[src/sv/cpxlat_pkg.sv]
// ----------------------------------------------------------------------------
// cpxlat_pkg: shared types and constants for the codepage translator
// Opcodes, controller states, command/status bundles and memory sizes.
// ----------------------------------------------------------------------------
package cpxlat_pkg;

  // Number of 256-entry pages held by the reverse memory
  localparam int PAGES = 38;

  localparam int FWD_DEPTH = 256;
  localparam int REV_DEPTH = PAGES * 256;
  localparam int REV_AW    = $clog2(REV_DEPTH);

  // Page bound as a 9-bit value so PAGES = 256 still compares correctly
  localparam logic [8:0] PAGE_LIMIT = 9'(PAGES);

  localparam logic [7:0]        FILL_CHAR    = 8'h5F;  // '_'
  localparam logic [7:0]        ENABLE_INDEX = 8'hFF;
  localparam logic [REV_AW-1:0] FILL_LAST    = REV_AW'(REV_DEPTH - 1);

  typedef enum logic [1:0] {
    OP_START_LOAD = 2'd0,
    OP_LOAD_ENTRY = 2'd1,
    OP_TO_UNICODE = 2'd2,
    OP_TO_LOCAL   = 2'd3
  } opcode_t;

  typedef enum logic {
    ST_IDLE,
    ST_FILL
  } state_t;

  // Controller -> datapath
  typedef struct packed {
    logic start_load;  // clear enable, restart fill counter
    logic load_entry;  // write forward entry, and reverse entry if its page is in range
    logic lookup;      // read both memories, capture item into stage 1
    logic fill_wr;     // write fill char at fill counter
    logic out_load;    // stage 1 -> output register
  } ctl_cmd_t;

  // Datapath -> controller
  typedef struct packed {
    logic fill_last;   // fill counter at last reverse address
  } dp_status_t;

endpackage

[src/sv/cpxlat_ctrl.sv]
// ----------------------------------------------------------------------------
// cpxlat_ctrl: translator controller
// Handshakes, pipeline occupancy and the reverse-memory fill sequencer.
// ----------------------------------------------------------------------------
module cpxlat_ctrl (
  input  logic                   clk,
  input  logic                   rst,
  input  logic                   in_valid,
  output logic                   in_stall,
  input  logic [1:0]             opcode,
  output logic                   out_valid,
  input  logic                   out_stall,
  output cpxlat_pkg::ctl_cmd_t   cmd,
  input  cpxlat_pkg::dp_status_t status
);

  cpxlat_pkg::state_t  state;
  cpxlat_pkg::state_t  state_next;
  cpxlat_pkg::opcode_t op;

  logic s1_vld;
  logic s1_vld_next;
  logic out_vld;
  logic out_vld_next;
  logic accept;
  logic out_load;
  logic s1_free;
  logic is_lookup;

  assign op = cpxlat_pkg::opcode_t'(opcode);

  // Occupancy and handshake
  assign out_load  = s1_vld && (!out_vld || !out_stall);
  assign s1_free   = !s1_vld || out_load;
  assign in_stall  = (state == cpxlat_pkg::ST_FILL) || !s1_free;
  assign accept    = in_valid && !in_stall;
  assign is_lookup = (op == cpxlat_pkg::OP_TO_UNICODE) || (op == cpxlat_pkg::OP_TO_LOCAL);
  assign out_valid = out_vld;

  always_comb begin
    s1_vld_next = s1_vld;
    if (accept && is_lookup) begin
      s1_vld_next = 1'b1;
    end else if (out_load) begin
      s1_vld_next = 1'b0;
    end
  end

  always_comb begin
    out_vld_next = out_vld;
    if (out_load) begin
      out_vld_next = 1'b1;
    end else if (!out_stall) begin
      out_vld_next = 1'b0;
    end
  end

  // Next state
  always_comb begin
    state_next = state;
    unique case (state)
      cpxlat_pkg::ST_IDLE: begin
        if (accept && (op == cpxlat_pkg::OP_START_LOAD)) begin
          state_next = cpxlat_pkg::ST_FILL;
        end
      end
      cpxlat_pkg::ST_FILL: begin
        if (status.fill_last) begin
          state_next = cpxlat_pkg::ST_IDLE;
        end
      end
    endcase
  end

  // Commands
  always_comb begin
    cmd = '0;
    cmd.out_load = out_load;
    unique case (state)
      cpxlat_pkg::ST_IDLE: begin
        if (accept) begin
          unique case (op)
            cpxlat_pkg::OP_START_LOAD: cmd.start_load = 1'b1;
            cpxlat_pkg::OP_LOAD_ENTRY: cmd.load_entry = 1'b1;
            cpxlat_pkg::OP_TO_UNICODE: cmd.lookup     = 1'b1;
            cpxlat_pkg::OP_TO_LOCAL:   cmd.lookup     = 1'b1;
          endcase
        end
      end
      cpxlat_pkg::ST_FILL: begin
        cmd.fill_wr = 1'b1;
      end
    endcase
  end

  always_ff @(posedge clk) begin
    if (rst) begin
      state   <= cpxlat_pkg::ST_IDLE;
      s1_vld  <= 1'b0;
      out_vld <= 1'b0;
    end else begin
      state   <= state_next;
      s1_vld  <= s1_vld_next;
      out_vld <= out_vld_next;
    end
  end

  // A start_load always enters the fill sequence
  a_start_fill: assert property (@(posedge clk) disable iff (rst)
    cmd.start_load |=> (state == cpxlat_pkg::ST_FILL))
    else $error("start_load did not enter fill");

  // Fill runs until the last address is written
  a_fill_hold: assert property (@(posedge clk) disable iff (rst)
    (state == cpxlat_pkg::ST_FILL) && !status.fill_last |=> (state == cpxlat_pkg::ST_FILL))
    else $error("fill ended early");

  // Stage 1 is never overwritten while its item is still there
  a_s1_no_overrun: assert property (@(posedge clk) disable iff (rst)
    s1_vld && !out_load |-> !cmd.lookup)
    else $error("stage 1 overrun");

  // An item moved to the output register is presented next cycle
  a_out_after_load: assert property (@(posedge clk) disable iff (rst)
    out_load |=> out_vld)
    else $error("output item lost");

endmodule

[config.mk]
export PLATFORM = sky130hd
export DESIGN_NAME = cpxlat_ctrl
export DESIGN_NICKNAME = d
export VERILOG_FILES = /design/src/sv/cpxlat_pkg.sv /design/src/sv/cpxlat_ctrl.sv
export SDC_FILE = /design/constraint.sdc
export NUM_CORES = 1
export LEC_CHECK = 0
export ABC_CLOCK_PERIOD_IN_PS = 1400
export BUFFER_PORTS_ARGS = -buffer_cell sky130_fd_sc_hd__buf_2
export CAP_MARGIN = 20
export CORE_AREA = 2 2 39 41
export DETAILED_ROUTE_END_ITERATION = 12
export DIE_AREA = 0 0 41 43
export SETUP_SLACK_MARGIN = 0.5
export SKIP_CTS_REPAIR_TIMING = 1
export SYNTH_ARGS = -nofsm -noshare
export SYNTH_HDL_FRONTEND = slang
export SYNTH_SLANG_ARGS = --single-unit
[constraint.sdc]
create_clock -name clk -period 1.4 [get_ports clk]
set_clock_uncertainty 0.1 [all_clocks]
set_input_delay 0.21 -clock clk [delete_from_list [all_inputs] [get_ports clk]]
set_output_delay 0.21 -clock clk [all_outputs]
set_load 0.02 [all_outputs]
# Word level (Yosys, flattened, before mapping)
# Cells that the tools add are included.
# op_classes
eq_ne	4
mux	13
bitwise	1
reduce_logical	16
# op_table
operator	count
$mux 1	10
$mux 3	2
$logic_not 1->1	5
$eq 2x2->1 const B	2
$logic_and 1x1->1	4
$logic_or 1x1->1	4
$eq 2x1->1 const B	1
$logic_not 2->1	1
$ne 2x1->1 const B	1
$pmux 1 s2	1
$reduce_bool 2->1	1
$reduce_or 2->1	1
$not 1->1	1
# totals
register_bits	3
elab_cells	37

# Longest topological paths before layout
# Gate-level depths: netlist of run 1.
# logic_depth
word_depth	11
ltp_mapped	3

# Worst setup path before layout of run 1
# Ideal clock, no wire load.
# synth_path
kind	register to output
start	register out_vld (netlist: out_valid)
end	output cmd[3] (netlist name)
t_arrival_ns	0.906
setup_slack_ns	0.184
path_stages_with_launch	4
cell_sequence	dfxtp_1 nand3_2 nand2_1 nor3b_2
# synth_rtl
element	line_no	rtl
start, declared	cpxlat_ctrl.sv:23	logic out_vld;
start signal, assigned	cpxlat_ctrl.sv:104	out_vld <= out_vld_next;
end, declared	cpxlat_ctrl.sv:13	output cpxlat_pkg::ctl_cmd_t cmd,

==> metrics.txt, run 1 <==
syn avg cell area=8.46 um^2; Max-Cap Viols=0; initial antenna violation count=0; vias in the first global route=168; failing checks=setup timing; status=finished with violations; IO Pins=14; net load switching power=78.8 uW; DR vias=196; metal3 WL=approximately 45 um; met2 wire len=252 um; largest net degree at the start of global routing=6; CP Cell Sequence=nor2b_4 > nand2_2 > nor3b_4 > buf_6; first-pass GRT wire length=approximately 590 um; die height=43 um; count of unique library cells instantiated by Yosys=13; GPL Wtd Cong=0.566; Tmin final=around 1400 ps; via-per-instance ratio=3.70; Clk pin slew, worst setup/hold paths=about 40 ps; CORE AREA=0.00138 mm^2; fin util=0.239; initial detailed-routing violation count=0; Seq cells post-synth=3; Die Wd=between 40 and 50 um; GRT Overall Usage=0.0562; Worst Hold Class=in -> reg; routed length per instance=about 8 um; TritonCTS clock tree=yes; CP bufs+invs=1; Sink Count=3; worst skew pair latency=230 ps; CTS Root Cell=clkbuf_4; register area share after synthesis=0.338; post-synthesis cell area=178 um^2; Peak Freq=0.714 GHz; H-Tree Depth=1; Worst-Margin Slew=148 ps; WHS=60.2 ps; Post-Place Worst Slack=227 ps; delay-heaviest family, CP=simple AND/OR/NAND/NOR gates; drt first pass iters=1; sw frac=0.259; Gate power share=0.190; Rel. slew slack=0.901; crit-path max FO=4; Detailed Route WL=428 um; Area Growth Syn to Fin=85.9%; worst path required time=1090 ps; Crit path largest cell delay=330 ps; CP Launch Type=flop; Final period util=1.00; synthesized instance count=21; die area=0.00176 mm^2; share of cells above drive strength 1=0.676; sequential share of power=0.309; leak pwr=around 0.16 nW; Rows=14; Crit. End Element=output pin; cts bufs inserted=3; Top Layer Used=met3; Max Slew Vio Count=0; # DRC=0; crit path kind=reg -> out; slowest CP cell=dfxtp_2; clock power share=0.501; CP arrival=1090 ps; worst setup margin=-0.303 ps; clock buffer depth=2; total global routing overflow=0; number of port buffers=13; Int Pwr=225 uW; Yosys Warn Count=0; setup violators final=1; Metal-1 WL=roughly 130 um; Starting Density=0.128; Detail Route Antenna Nets=0; final net count=45; peak supply drop=0.178 mV; fillers=roughly 160; HPWL after DPL=roughly 330 um; Mapped Nets=28; RSZ-0062 raised after global routing=yes; final hold viol count=0; power per cell area=920 mW/mm^2; # diodes=0
## final cells by class
type                            count  area, um^2  area share
Sequential cell                     3        66.3       0.201
Inverter                            1        3.75      0.0114
Tap cell                           16        20.0      0.0606
Multi-Input combinational cell     15         115       0.348
Timing Repair Buffer               14        98.8       0.299
Clock buffer                        4        26.3      0.0795
## Yosys cell counts, drive strengths merged
library cell,instances,share of area
and3,1,0.042
dfxtp,3,0.34
nand2,2,0.042
nand2b,2,0.070
nor2b,1,0.077
nand3,2,0.084
buf,2,0.084
nor2,2,0.042
a21boi,1,0.042
a21oi,3,0.084
nor3b,1,0.070
inv,1,0.021
## worst register-to-register path, stage by stage, from the launching register on
cell     delay (ps)
dfxtp_4         370
nand3_4          90
buf_4           140
a21oi_1         100
## cells by family (layout without fill, tap and decap cells)
| group | count (synthesis) | count (layout) | synth area share |
|---|---|---|---|
| simple gates | 11 | 11 | 0.430 |
| compound gates | 4 | 4 | 0.127 |
| flops | 3 | 3 | 0.338 |
| buf+inv | 3 | 19 | 0.106 |
## layout by cell type (no fill, tap or decap), drive strengths merged
| cell type | instances |
|---|---|
| buf | 14 |
| clkbuf | 4 |
| a21oi | 3 |
| dfxtp | 3 |
| nand2b | 2 |
| nor2 | 2 |
| nand3 | 2 |
| nand2 | 2 |
| a21boi | 1 |
| nor2b | 1 |
| nor3b | 1 |
| and3 | 1 |
| inv | 1 |
## path summary, 6_finish.rpt
path	start	to	slack, ps	depth (start not counted)
worst max-delay path	state	cmd[3]	-0.3	4
worst min-delay path	rst	state	60	2
worst max register to register	out_valid	s1_vld	530	3
worst min register to register	state	state	400	2
## power groups by stage
stage                     clock [mW]  combinational (mW)  sequential (mW)
after floorplan                    0              0.0311           0.0958
after global placement             0              0.0503           0.0945
after detailed placement           0              0.0503           0.0949
after CTS                      0.159              0.0505           0.0936
after global routing           0.173              0.0625           0.0941
final                          0.152              0.0578           0.0938
## flip-flops by register name (all words and copies together), names as in the netlist
| register | flops |
|---|---|
| out_valid | 1 |
| state | 1 |
| s1_vld | 1 |
## metal layers
metal  vias to the layer above  GRT usage
met5                         -          0
met4                         0     0.0600
met3                         0     0.0471
met2                         6     0.0844
met1                        90     0.0353
li1                        100          -
## per-stage QoR
stage / instances / power (mW) / setup TNS, ps / instance area [um^2]
6_report: 53 / 0.304 / -0.303 / 330
5_1_grt: 53 / 0.330 / -69.1 / 330
4_1_cts: 52 / 0.303 / -39.2 / 285
3_5_place_dp: 48 / 0.145 / 0 / 259
3_3_place_gp: 48 / 0.145 / 0 / 259
2_1_floorplan: 21 / 0.127 / 0 / 189
(Power assumes the default switching activity.)
==> run 2: changes to the inputs <==
--- a/config.mk
+++ b/config.mk
@@ -5,7 +5,7 @@
 export SDC_FILE = /design/constraint.sdc
 export NUM_CORES = 1
 export LEC_CHECK = 0
-export ABC_CLOCK_PERIOD_IN_PS = 1400
+export ABC_CLOCK_PERIOD_IN_PS = 1300
 export BUFFER_PORTS_ARGS = -buffer_cell sky130_fd_sc_hd__buf_2
 export CAP_MARGIN = 20
 export CORE_AREA = 2 2 39 41
==> constraint.sdc (replaced) <==
create_clock -name clk -period 1.3 [get_ports clk]
set_clock_uncertainty 0.1 [all_clocks]
set_input_delay 0.195 -clock clk [delete_from_list [all_inputs] [get_ports clk]]
set_output_delay 0.195 -clock clk [all_outputs]
set_load 0.02 [all_outputs]
==> metrics.txt, run 2 (synthesis results as in run 1) <==
Sink Count=3; initial antenna violation count=0; Crit. End Element=output pin; Placed Cells incl. Taps=48; # DRC=0; cts bufs inserted=3; failing checks=setup timing; Post-Place Worst Slack=around 140 ps; Rel. slew slack=0.906; most frequent cells in the layout=buf_2, buf_6, buf_4; sw frac=0.261; leak pwr=roughly 0.17 nW; Area Growth Syn to Fin=99.3%; post-route cell area=354 um^2; first-pass GRT wire length=552 um; H-Tree Depth=1; Detailed Route WL=around 430 um; Starting Density=0.128; CP Cell Sequence=nor2b_4 > nand2_2 > nor3b_4 > buf_6; Detail Route Antenna Nets=0; clock buffer depth=2; Max Slew Vio Count=0; worst skew pair latency=between 200 and 250 ps; Int Pwr=248 uW; CTS Root Cell=clkbuf_4; die height=43 um; crit-path max FO=4; clock power share=0.487; Tmin final=1370 ps; final net count=46; total global routing overflow=0; GPL Wtd Cong=about 0.63; IO Pins=14; sequential share of power=0.300; critical hold path startpoint=rst; Gate power share=0.214; routed length per instance=about 8 um; TritonCTS clock tree=yes; Crit path largest cell delay=330 ps; CP arrival=1070 ps; CORE AREA=approximately 0.0014 mm^2; most common cell after layout, fill and taps aside=buf_2; share of cells above drive strength 1=0.789; DP Area=about 270 um^2; drt first pass iters=2; Worst-Margin Slew=140 ps; number of port buffers=13; CP Launch Type=flop; WHS=49.5 ps; r2r startpoint=state; Max-Cap Viols=0; start point of the critical path=state; Rows=14; peak supply drop=0.195 mV; Finished Layout Cells=54; worst path required time=1000 ps; delay-heaviest family, CP=simple AND/OR/NAND/NOR gates; net load switching power=87.4 uW; die area=0.00176 mm^2; crit path kind=reg -> out; slowest CP cell=dfxtp_2; setup violators final=3; post-layout total power=about 340 uW; largest net degree at the start of global routing=6; final hold viol count=0; vias in the first global route=152; CP bufs+invs=1; worst setup margin=-68.3 ps; power per cell area=947 mW/mm^2; # diodes=0; Die Wd=roughly 41 um; Peak Freq=0.731 GHz; Final period util=1.05; RSZ-0062 raised after global routing=yes; Clk pin slew, worst setup/hold paths=40 ps; initial detailed-routing violation count=4; via-per-instance ratio=3.57; GRT Overall Usage=0.0562; DR vias=193; Worst Hold Class=in -> reg; status=finished with violations
## run 2: worst register-to-register path, stage by stage (launching register included)
cell and delay [ps]:
dfxtp_2 330, nor2b_4 130, buf_4 120, nand3_2 80
a21oi_2 110
## run 2: per-layer routing
| metal | GRT usage | routed length, um | vias up |
|---|---|---|---|
| met5 | 0 | 0 | - |
| met4 | 0.100 | 16 | 0 |
| met3 | 0.0314 | 45 | 2 |
| met2 | 0.0563 | 190 | 10 |
| met1 | 0.0547 | 178 | 80 |
| li1 | - | - | 101 |
## run 2: power groups by stage
| stage | clock network [mW] | registers, mW | logic, mW |
|---|---|---|---|
| finish | 0.163 | 0.100 | 0.0716 |
| global route | 0.179 | 0.101 | 0.0766 |
| CTS | 0.171 | 0.100 | 0.0556 |
| detailed placement | 0 | 0.102 | 0.0554 |
| global placement | 0 | 0.101 | 0.0552 |
| floorplan | 0 | 0.103 | 0.0336 |
## run 2: stage by stage
stage / utilization / setup TNS, ps
2_1_floorplan: - / 0
3_3_place_gp: 0.194 / 0
3_5_place_dp: 0.194 / 0
4_1_cts: 0.213 / -243
5_1_grt: 0.256 / -320
6_report: 0.256 / -165
## run 2: final cells by class
type                    count  area [um^2]
clock buffers               4         26.3
fillers                   158         1030
inverters                   1         3.75
multi-input cells          15          128
flip-flops and latches      3         66.3
well taps                  16         20.0
repair buffers             15          110
## run 2: path summary, 6_finish.rpt
path              depth (start not counted)  slack (ps)         to
setup / recovery                          4         -70     cmd[3]
hold / removal                            2          50      state
setup reg to reg                          4         350      state
hold reg to reg                           2         400  out_valid
